[src/sv/hsv_pkg.sv]
// package: widths, constants, word types and hue sector codes for the hsv to rgb converter
package hsv_pkg;

    localparam int HueW  = 16;
    localparam int PctW  = 7;
    localparam int ChanW = 8;
    localparam int QuotW = 11;   // hue / 60 for any 16-bit hue
    localparam int OffW  = 6;    // offset within a sector, 0..59

    localparam logic [PctW-1:0] PCT_FULL   = 7'd100;
    localparam logic [15:0]     HUE_SECTOR = 16'd60;
    localparam logic [10:0]     SECTOR_CNT = 11'd6;

    // reciprocal multipliers, exact over the value ranges that reach them
    localparam logic [16:0] DIV60_MUL    = 17'd69906;    // hue / 60
    localparam int          DIV60_SHIFT  = 22;
    localparam logic [9:0]  DIV6_MUL     = 10'd683;      // quotient / 6
    localparam int          DIV6_SHIFT   = 12;
    localparam logic [20:0] HI_MUL       = 21'd1336965;  // v * 255 / 100
    localparam int          HI_SHIFT     = 19;
    localparam logic [12:0] DIV100_MUL   = 13'd5243;     // x / 100
    localparam int          DIV100_SHIFT = 19;
    localparam logic [14:0] ADJ_MUL      = 15'd17477;    // x / 60
    localparam int          ADJ_SHIFT    = 20;

    typedef enum logic [2:0] {
        SEC_RED_GREEN_UP    = 3'd0,
        SEC_GREEN_RED_DOWN  = 3'd1,
        SEC_GREEN_BLUE_UP   = 3'd2,
        SEC_BLUE_GREEN_DOWN = 3'd3,
        SEC_BLUE_RED_UP     = 3'd4,
        SEC_RED_BLUE_DOWN   = 3'd5
    } sector_t;

    typedef struct packed {
        logic [HueW-1:0] hue;
        logic [PctW-1:0] saturation;
        logic [PctW-1:0] brightness;
    } hsv_word_t;

    typedef struct packed {
        logic [ChanW-1:0] red;
        logic [ChanW-1:0] green;
        logic [ChanW-1:0] blue;
    } rgb_word_t;

    // between split and scale
    typedef struct packed {
        logic [OffW-1:0]  offset;
        sector_t          sector;
        logic [ChanW-1:0] hi;
        logic [PctW-1:0]  sat;
    } level_word_t;

    // between scale and mix
    typedef struct packed {
        logic [OffW-1:0]  offset;
        sector_t          sector;
        logic [ChanW-1:0] hi;
        logic [ChanW-1:0] lo;
    } mix_word_t;

endpackage

[src/sv/hsv_to_rgb_converter.sv]
// top level: pipelined hsv to rgb pixel converter
//
//  channel | dir | handshake             | word
//  --------+-----+-----------------------+------------------------------------------
//  hsv     | in  | hsv_valid / hsv_ready | hue[15:0], saturation[6:0], brightness[6:0]
//  rgb     | out | rgb_valid / rgb_ready | red[7:0], green[7:0], blue[7:0]
//
// seven register stages, one word in and one word out per clock when rgb_ready stays high
// the hsv word accepted at stage 1 moves through stages 2 to 6 in turn before stage 7 loads its rgb word
// each stage holds its own valid bit and loads whenever it is empty or its successor
// moves, so bubbles are squeezed out and a stalled word is held in place, never dropped
// rst_n clears all valid bits asynchronously; data registers carry no reset
module hsv_to_rgb_converter
    import hsv_pkg::*;
(
    input  logic      clk,
    input  logic      rst_n,
    input  logic      hsv_valid,
    output logic      hsv_ready,
    input  hsv_word_t hsv,
    output logic      rgb_valid,
    input  logic      rgb_ready,
    output rgb_word_t rgb
);

    // split -> scale
    logic        lvl_valid;
    logic        lvl_ready;
    level_word_t lvl_word;

    // scale -> mix
    logic        mix_valid;
    logic        mix_ready;
    mix_word_t   mix_word;

    // stages 1-2: hue / 60 and its sector mod 6, clamp of s and v, hi = v * 255 / 100
    hsv_split u_split (
        .clk       (clk),
        .rst_n     (rst_n),
        .src_valid (hsv_valid),
        .src_ready (hsv_ready),
        .src_word  (hsv),
        .dst_valid (lvl_valid),
        .dst_ready (lvl_ready),
        .dst_word  (lvl_word)
    );

    // stages 3-4: lo = hi * (100 - s) / 100
    hsv_scale u_scale (
        .clk       (clk),
        .rst_n     (rst_n),
        .src_valid (lvl_valid),
        .src_ready (lvl_ready),
        .src_word  (lvl_word),
        .dst_valid (mix_valid),
        .dst_ready (mix_ready),
        .dst_word  (mix_word)
    );

    // stages 5-7: adjust = (hi - lo) * offset / 60, per-sector channel pick, output word
    hsv_mix u_mix (
        .clk       (clk),
        .rst_n     (rst_n),
        .src_valid (mix_valid),
        .src_ready (mix_ready),
        .src_word  (mix_word),
        .dst_valid (rgb_valid),
        .dst_ready (rgb_ready),
        .dst_word  (rgb)
    );

endmodule

[src/sv/hsv_split.sv]
// stages 1-2: hue sector and offset, percent clamps, channel maximum
module hsv_split
    import hsv_pkg::*;
(
    input  logic        clk,
    input  logic        rst_n,
    input  logic        src_valid,
    output logic        src_ready,
    input  hsv_word_t   src_word,
    output logic        dst_valid,
    input  logic        dst_ready,
    output level_word_t dst_word
);

    logic              s1_valid_reg;
    logic [HueW-1:0]   s1_hue_reg;
    logic [QuotW-1:0]  s1_q60_reg;
    logic [PctW-1:0]   s1_sat_reg;
    logic [PctW-1:0]   s1_val_reg;
    logic              s2_valid_reg;
    level_word_t       s2_word_reg;

    logic              s1_ready;
    logic              s2_ready;
    logic [32:0]       hue_prod;
    logic [QuotW-1:0]  q60_next;
    logic [PctW-1:0]   sat_next;
    logic [PctW-1:0]   val_next;
    logic [15:0]       hue_base;
    logic [15:0]       off_diff;
    logic [20:0]       q6_prod;
    logic [7:0]        q6;
    logic [10:0]       sec_diff;
    logic [27:0]       hi_prod;
    level_word_t       s2_next;

    assign s1_ready  = !s1_valid_reg || s2_ready;
    assign s2_ready  = !s2_valid_reg || dst_ready;
    assign src_ready = s1_ready;
    assign dst_valid = s2_valid_reg;
    assign dst_word  = s2_word_reg;

    // stage 1: hue / 60 by reciprocal, clamp percents
    always_comb
    begin
        hue_prod = 33'(src_word.hue) * 33'(DIV60_MUL);
        q60_next = hue_prod[DIV60_SHIFT +: QuotW];
        sat_next = (src_word.saturation > PCT_FULL) ? PCT_FULL : src_word.saturation;
        val_next = (src_word.brightness > PCT_FULL) ? PCT_FULL : src_word.brightness;
    end

    // stage 2: offset, sector = (hue / 60) mod 6, hi = v * 255 / 100
    always_comb
    begin
        hue_base = 16'(s1_q60_reg) * HUE_SECTOR;
        off_diff = s1_hue_reg - hue_base;
        q6_prod  = 21'(s1_q60_reg) * 21'(DIV6_MUL);
        q6       = q6_prod[DIV6_SHIFT +: 8];
        sec_diff = s1_q60_reg - 11'(11'(q6) * SECTOR_CNT);
        hi_prod  = 28'(s1_val_reg) * 28'(HI_MUL);
        s2_next.offset = off_diff[OffW-1:0];
        s2_next.sector = sector_t'(sec_diff[2:0]);
        s2_next.hi     = hi_prod[HI_SHIFT +: ChanW];
        s2_next.sat    = s1_sat_reg;
    end

    always_ff @(posedge clk or negedge rst_n)
    begin
        if (!rst_n)
        begin
            s1_valid_reg <= 1'b0;
            s2_valid_reg <= 1'b0;
        end
        else
        begin
            if (s1_ready)
            begin
                s1_valid_reg <= src_valid;
            end
            if (s2_ready)
            begin
                s2_valid_reg <= s1_valid_reg;
            end
        end
    end

    always_ff @(posedge clk)
    begin
        if (s1_ready && src_valid)
        begin
            s1_hue_reg <= src_word.hue;
            s1_q60_reg <= q60_next;
            s1_sat_reg <= sat_next;
            s1_val_reg <= val_next;
        end
        if (s2_ready && s1_valid_reg)
        begin
            s2_word_reg <= s2_next;
        end
    end

endmodule

[src/sv/hsv_scale.sv]
// stages 3-4: channel minimum from maximum and saturation
module hsv_scale
    import hsv_pkg::*;
(
    input  logic        clk,
    input  logic        rst_n,
    input  logic        src_valid,
    output logic        src_ready,
    input  level_word_t src_word,
    output logic        dst_valid,
    input  logic        dst_ready,
    output mix_word_t   dst_word
);

    logic              s3_valid_reg;
    logic [14:0]       s3_lo_num_reg;
    logic [OffW-1:0]   s3_offset_reg;
    sector_t           s3_sector_reg;
    logic [ChanW-1:0]  s3_hi_reg;
    logic              s4_valid_reg;
    mix_word_t         s4_word_reg;

    logic              s3_ready;
    logic              s4_ready;
    logic [14:0]       lo_num_next;
    logic [27:0]       lo_prod;
    mix_word_t         s4_next;

    assign s3_ready  = !s3_valid_reg || s4_ready;
    assign s4_ready  = !s4_valid_reg || dst_ready;
    assign src_ready = s3_ready;
    assign dst_valid = s4_valid_reg;
    assign dst_word  = s4_word_reg;

    // hi * (100 - s), then / 100 by reciprocal
    assign lo_num_next = 15'(src_word.hi) * 15'(PCT_FULL - src_word.sat);

    always_comb
    begin
        lo_prod        = 28'(s3_lo_num_reg) * 28'(DIV100_MUL);
        s4_next.offset = s3_offset_reg;
        s4_next.sector = s3_sector_reg;
        s4_next.hi     = s3_hi_reg;
        s4_next.lo     = lo_prod[DIV100_SHIFT +: ChanW];
    end

    always_ff @(posedge clk or negedge rst_n)
    begin
        if (!rst_n)
        begin
            s3_valid_reg <= 1'b0;
            s4_valid_reg <= 1'b0;
        end
        else
        begin
            if (s3_ready)
            begin
                s3_valid_reg <= src_valid;
            end
            if (s4_ready)
            begin
                s4_valid_reg <= s3_valid_reg;
            end
        end
    end

    always_ff @(posedge clk)
    begin
        if (s3_ready && src_valid)
        begin
            s3_lo_num_reg <= lo_num_next;
            s3_offset_reg <= src_word.offset;
            s3_sector_reg <= src_word.sector;
            s3_hi_reg     <= src_word.hi;
        end
        if (s4_ready && s3_valid_reg)
        begin
            s4_word_reg <= s4_next;
        end
    end

endmodule

[src/sv/hsv_mix.sv]
// stages 5-7: ramp adjust within the sector and channel select into the output register
module hsv_mix
    import hsv_pkg::*;
(
    input  logic      clk,
    input  logic      rst_n,
    input  logic      src_valid,
    output logic      src_ready,
    input  mix_word_t src_word,
    output logic      dst_valid,
    input  logic      dst_ready,
    output rgb_word_t dst_word
);

    logic              s5_valid_reg;
    logic [13:0]       s5_adj_num_reg;
    sector_t           s5_sector_reg;
    logic [ChanW-1:0]  s5_hi_reg;
    logic [ChanW-1:0]  s5_lo_reg;
    logic              s6_valid_reg;
    logic [ChanW-1:0]  s6_adj_reg;
    sector_t           s6_sector_reg;
    logic [ChanW-1:0]  s6_hi_reg;
    logic [ChanW-1:0]  s6_lo_reg;
    logic              s7_valid_reg;
    rgb_word_t         s7_word_reg;

    logic              s5_ready;
    logic              s6_ready;
    logic              s7_ready;
    logic [13:0]       adj_num_next;
    logic [28:0]       adj_prod;
    logic [ChanW-1:0]  adj_next;
    logic [ChanW-1:0]  up;
    logic [ChanW-1:0]  down;
    rgb_word_t         s7_next;

    assign s5_ready  = !s5_valid_reg || s6_ready;
    assign s6_ready  = !s6_valid_reg || s7_ready;
    assign s7_ready  = !s7_valid_reg || dst_ready;
    assign src_ready = s5_ready;
    assign dst_valid = s7_valid_reg;
    assign dst_word  = s7_word_reg;

    // (hi - lo) * offset, never negative since lo <= hi
    assign adj_num_next = 14'(src_word.hi - src_word.lo) * 14'(src_word.offset);

    // / 60 by reciprocal
    assign adj_prod = 29'(s5_adj_num_reg) * 29'(ADJ_MUL);
    assign adj_next = adj_prod[ADJ_SHIFT +: ChanW];

    assign up   = s6_lo_reg + s6_adj_reg;
    assign down = s6_hi_reg - s6_adj_reg;

    always_comb
    begin
        case (s6_sector_reg)
            SEC_RED_GREEN_UP:
            begin
                s7_next = '{red: s6_hi_reg, green: up, blue: s6_lo_reg};
            end
            SEC_GREEN_RED_DOWN:
            begin
                s7_next = '{red: down, green: s6_hi_reg, blue: s6_lo_reg};
            end
            SEC_GREEN_BLUE_UP:
            begin
                s7_next = '{red: s6_lo_reg, green: s6_hi_reg, blue: up};
            end
            SEC_BLUE_GREEN_DOWN:
            begin
                s7_next = '{red: s6_lo_reg, green: down, blue: s6_hi_reg};
            end
            SEC_BLUE_RED_UP:
            begin
                s7_next = '{red: up, green: s6_lo_reg, blue: s6_hi_reg};
            end
            default:
            begin
                s7_next = '{red: s6_hi_reg, green: s6_lo_reg, blue: down};
            end
        endcase
    end

    always_ff @(posedge clk or negedge rst_n)
    begin
        if (!rst_n)
        begin
            s5_valid_reg <= 1'b0;
            s6_valid_reg <= 1'b0;
            s7_valid_reg <= 1'b0;
        end
        else
        begin
            if (s5_ready)
            begin
                s5_valid_reg <= src_valid;
            end
            if (s6_ready)
            begin
                s6_valid_reg <= s5_valid_reg;
            end
            if (s7_ready)
            begin
                s7_valid_reg <= s6_valid_reg;
            end
        end
    end

    always_ff @(posedge clk)
    begin
        if (s5_ready && src_valid)
        begin
            s5_adj_num_reg <= adj_num_next;
            s5_sector_reg  <= src_word.sector;
            s5_hi_reg      <= src_word.hi;
            s5_lo_reg      <= src_word.lo;
        end
        if (s6_ready && s5_valid_reg)
        begin
            s6_adj_reg    <= adj_next;
            s6_sector_reg <= s5_sector_reg;
            s6_hi_reg     <= s5_hi_reg;
            s6_lo_reg     <= s5_lo_reg;
        end
        if (s7_ready && s6_valid_reg)
        begin
            s7_word_reg <= s7_next;
        end
    end

endmodule
[config.mk]
export PLATFORM = sky130hd
export DESIGN_NAME = hsv_to_rgb_converter
export DESIGN_NICKNAME = d
export VERILOG_FILES = /design/src/sv/hsv_pkg.sv /design/src/sv/hsv_to_rgb_converter.sv /design/src/sv/hsv_split.sv /design/src/sv/hsv_scale.sv /design/src/sv/hsv_mix.sv
export SDC_FILE = /design/constraint.sdc
export NUM_CORES = 1
export LEC_CHECK = 0
export ABC_CLOCK_PERIOD_IN_PS = 4750
export BUFFER_PORTS_ARGS = -buffer_cell sky130_fd_sc_hd__buf_2
export CORE_ASPECT_RATIO = 0.8
export CORE_UTILIZATION = 30
export DETAILED_ROUTE_END_ITERATION = 8
export HOLD_SLACK_MARGIN = 0.03
export PLACE_DENSITY = 0.57
export SETUP_SLACK_MARGIN = 0.2
export SYNTH_ARGS = -nofsm -noshare
export SYNTH_HDL_FRONTEND = slang
export SYNTH_SLANG_ARGS = --single-unit
[constraint.sdc]
create_clock -name clk -period 4.75 [get_ports clk]
set_input_delay 0.475 -clock clk [delete_from_list [all_inputs] [get_ports clk]]
set_output_delay 0.475 -clock clk [all_outputs]
set_load 0.01 [all_outputs]
==> results.json <==
{
  "outcome": "finished, violations left",
  "failed_checks": "setup timing",
  "wire_per_inst_um": 13.97,
  "fin_crit_sh_pct": 102.4,
  "yosysWarnings": 0,
  "synth_cells": 2143,
  "period_needed_ns": 4.864,
  "cts_tree": "yes",
  "max_stage_delay_ns": 0.54,
  "synth-seq-cells": 203,
  "cap_violations": 0,
  "path_clk_slew_ns": 0.06,
  "grt-busiest-layer": "met2",
  "drv_slew": 0,
  "regArea_um2": 6061,
  "antenna_found_initial": 0,
  "synth_area_leaders": "edfxtp_1 26%, ha_1 24%, fa_1 20%",
  "setup_ws_ns": -0.1140,
  "final_util_pct": 38.08,
  "skew_ns": 0.02496,
  "syn_to_final_growth_pct": 24.36,
  "cp_max_fo": 3,
  "fin_tns_setup_ns": -0.5351,
  "multi_input_area_um2": 16300,
  "holdCritPathClass": "in2reg",
  "drive_above_1_share_pct": 24.27,
  "gp_congestion": 0.8624,
  "synth_edf_count": 196,
  "met2_usage_pct": 20.64,
  "relSlewSlack_pct": 23.11,
  "route.detailed.drc": 0,
  "crit_path_start_kind": "register",
  "crit_type": "reg2reg",
  "ant_nets": 0,
  "vias": 15320,
  "cp_slowest_cell": "fa_1",
  "gr-total-overflow": 0,
  "io_pins": 60,
  "ys.flop_type": "edfxtp_1",
  "cts_buffer_depth": 3,
  "die_w_um": 310.1,
  "grt_util_met1_pct": 17.61,
  "start_util_pct": 30.62,
  "yosysMostFrequentCell": "inv_1",
  "async_reset_ff_share_pct": 3.448,
  "dr.pass1.iters": 4,
  "drt_iter0_drc": 525,
  "port-buffer-count": 59,
  "rsz0062_at_grt": "yes",
  "yosysTopAreaCellShare_pct": 25.84,
  "grt_pass1_vias": 16530,
  "htreeDepth": 1,
  "grt_first_pass_wirelength_um": 79850,
  "path_cells": "ha_2, fa_2, nor2b_1, o21ai_1, nand2b_1, a21o_1, a21oi_4, xnor2_2, and2_4, fa_1, fa_1, inv_2, fa_1, inv_2, ha_4, a21oi_4, o21bai_4, a21oi_2, o21ai_2, a21o_1, a21oi_2, xnor2_1",
  "syn_area_um2": 22780,
  "root_buffer": "clkbuf_16",
  "cp-end-kind": "register",
  "setup_viol": 8,
  "fp.coreArea_um2": 74390,
  "ys_types": 61,
  "die_area_um2": 77030,
  "track_usage_pct": 12.55,
  "n_antenna_cell": 0,
  "fmax_mhz": 205.6,
  "synth_nets": 2850,
  "cp.required_ns": 5.05,
  "avgViaCountPerCell": 4.459,
  "place_hpwl_um": 38490,
  "num_rows": 89,
  "ys_seq_area_share_pct": 26.61,
  "hold_viol_final": 0,
  "nFillCells": 7247,
  "dieHeight_um": 248.4,
  "grt_max_degree": 52,
  "clock-sinks": 203,
  "final_nets": 3124,
  "syn_avg_cell_area_um2": 10.63,
  "gr-usage-met3_pct": 1.492,
  "synth_commonest_cells": "483 x inv_1, 443 x ha_1, 230 x fa_1",
  "cts_made_buffers": 24,
  "clk_latency_ns": 0.56,
  "synth_largest_area_cell": "edfxtp_1",
  "critPathArrivalTime_ns": 5.17,
  "crit_top_cell": "fa_1",
  "wl_um": 48000,
  "largest_register_ff_count": 25,
  "tightest_slew_ns": 1.153
}
==> cell type report <==
| class | count | share of cell area (%) |
|---|---|---|
| inverters | 483 | 6.436 |
| multi-input cells | 1427 | 57.57 |
| repair buffers | 278 | 7.404 |
| flip-flops and latches | 203 | 21.40 |
| clock buffers | 31 | 2.249 |
| clock inverters | 13 | 0.5257 |
| well taps | 1001 | 4.422 |
==> final timing paths <==
path | from | endpoint | slack [ns] | cells past startpoint
max | u_scale.dst_word[0]$_DFFE_PP_ | u_mix.s5_adj_num_reg[13]$_DFFE_PP_ | -0.11 | 22
min | hsv[6] | u_split.s1_val_reg[6]$_SDFFCE_PN1P_ | 0.13 | 1
max reg2reg | u_scale.dst_word[0]$_DFFE_PP_ | u_mix.s5_adj_num_reg[13]$_DFFE_PP_ | -0.11 | 22
min reg2reg | u_scale.dst_word[18]$_DFFE_PP_ | u_mix.s5_sector_reg[2]$_DFFE_PP_ | 0.42 | 0
max in group asynchronous | rst_n | u_mix.dst_valid$_DFFE_PN0P_ | 4.08 | 2
min in group asynchronous | rst_n | u_split.s1_valid_reg$_DFFE_PN0N_ | 0.37 | 2
==> cells by family (layout without fill, tap and decap cells) <==
family,Yosys count,count (layout),share of synthesized area (%)
compound gates,248,248,7.026
flops,203,203,26.61
mux,13,13,0.5878
buf+inv,513,805,8.455
simple gates,385,385,8.614
fa+ha+maj,673,673,44.55
xor+xnor,108,108,4.153
==> cell usage in the layout, fill, tap and decap left out, types with 13 or more instances in the layout <==
| cell | count |
|---|---|
| xor2_1 | 19 |
| clkbuf_16 | 24 |
| fa_2 | 18 |
| nor2_1 | 49 |
| inv_2 | 50 |
| nor3_1 | 15 |
| buf_4 | 179 |
| nand2b_1 | 18 |
| o21ai_0 | 31 |
| nor2b_1 | 31 |
| nand3_1 | 18 |
| fa_1 | 212 |
| nand2_2 | 13 |
| a21oi_2 | 16 |
| ha_4 | 48 |
| buf_6 | 38 |
| and2_1 | 61 |
| inv_1 | 429 |
| a211oi_1 | 14 |
| a21oi_1 | 48 |
| buf_2 | 59 |
| edfxtp_1 | 196 |
| ha_1 | 387 |
| a31oi_1 | 13 |
| a21o_1 | 28 |
| nand2_1 | 94 |
| xnor2_1 | 76 |
==> critical path, delay by kind of cell, from the launching register on <==
family	cells	cell delay, ns
AOI/OAI and AO/OA	9	1.12
xor gates and xnor gates	2	0.24
adders and majority gates	6	2.31
buffers and inverters	2	0.09
DFF	1	0.44
and+or+nand+nor	3	0.42
==> repair_timing <==
action	4_1_cts	5_1_grt
buffers inserted	57	21
endpoints found under the hold margin	7	0
gates resized for setup	144	136
pin swaps	157	126
hold buffers	1	0
endpoints found under the setup margin	25	30
==> per-stage QoR <==
stage | instances | cell area (um2) | worst slack, ns | hold slack (ns)
2_1_floorplan | 2143 | 23200 | 0.06473 | 0.1794
3_3_place_gp | 3313 | 25690 | -0.2385 | 0.3933
3_5_place_dp | 3313 | 25690 | -0.2644 | 0.3971
4_1_cts | 3415 | 27570 | -0.1534 | 0.09621
5_1_grt | 3436 | 28320 | -0.3592 | 0.1083
6_report | 3436 | 28320 | -0.1140 | 0.1316
==> routing by layer <==
metal | vias up | wire length (um)
met5 | - | 0
met4 | 0 | 978
met3 | 62 | 1413
met2 | 203 | 22070
met1 | 7427 | 23540
li1 | 7629 | -
Power is not shown: default switching activity piles up to over one toggle a cycle in this logic, so the estimate is an artifact.
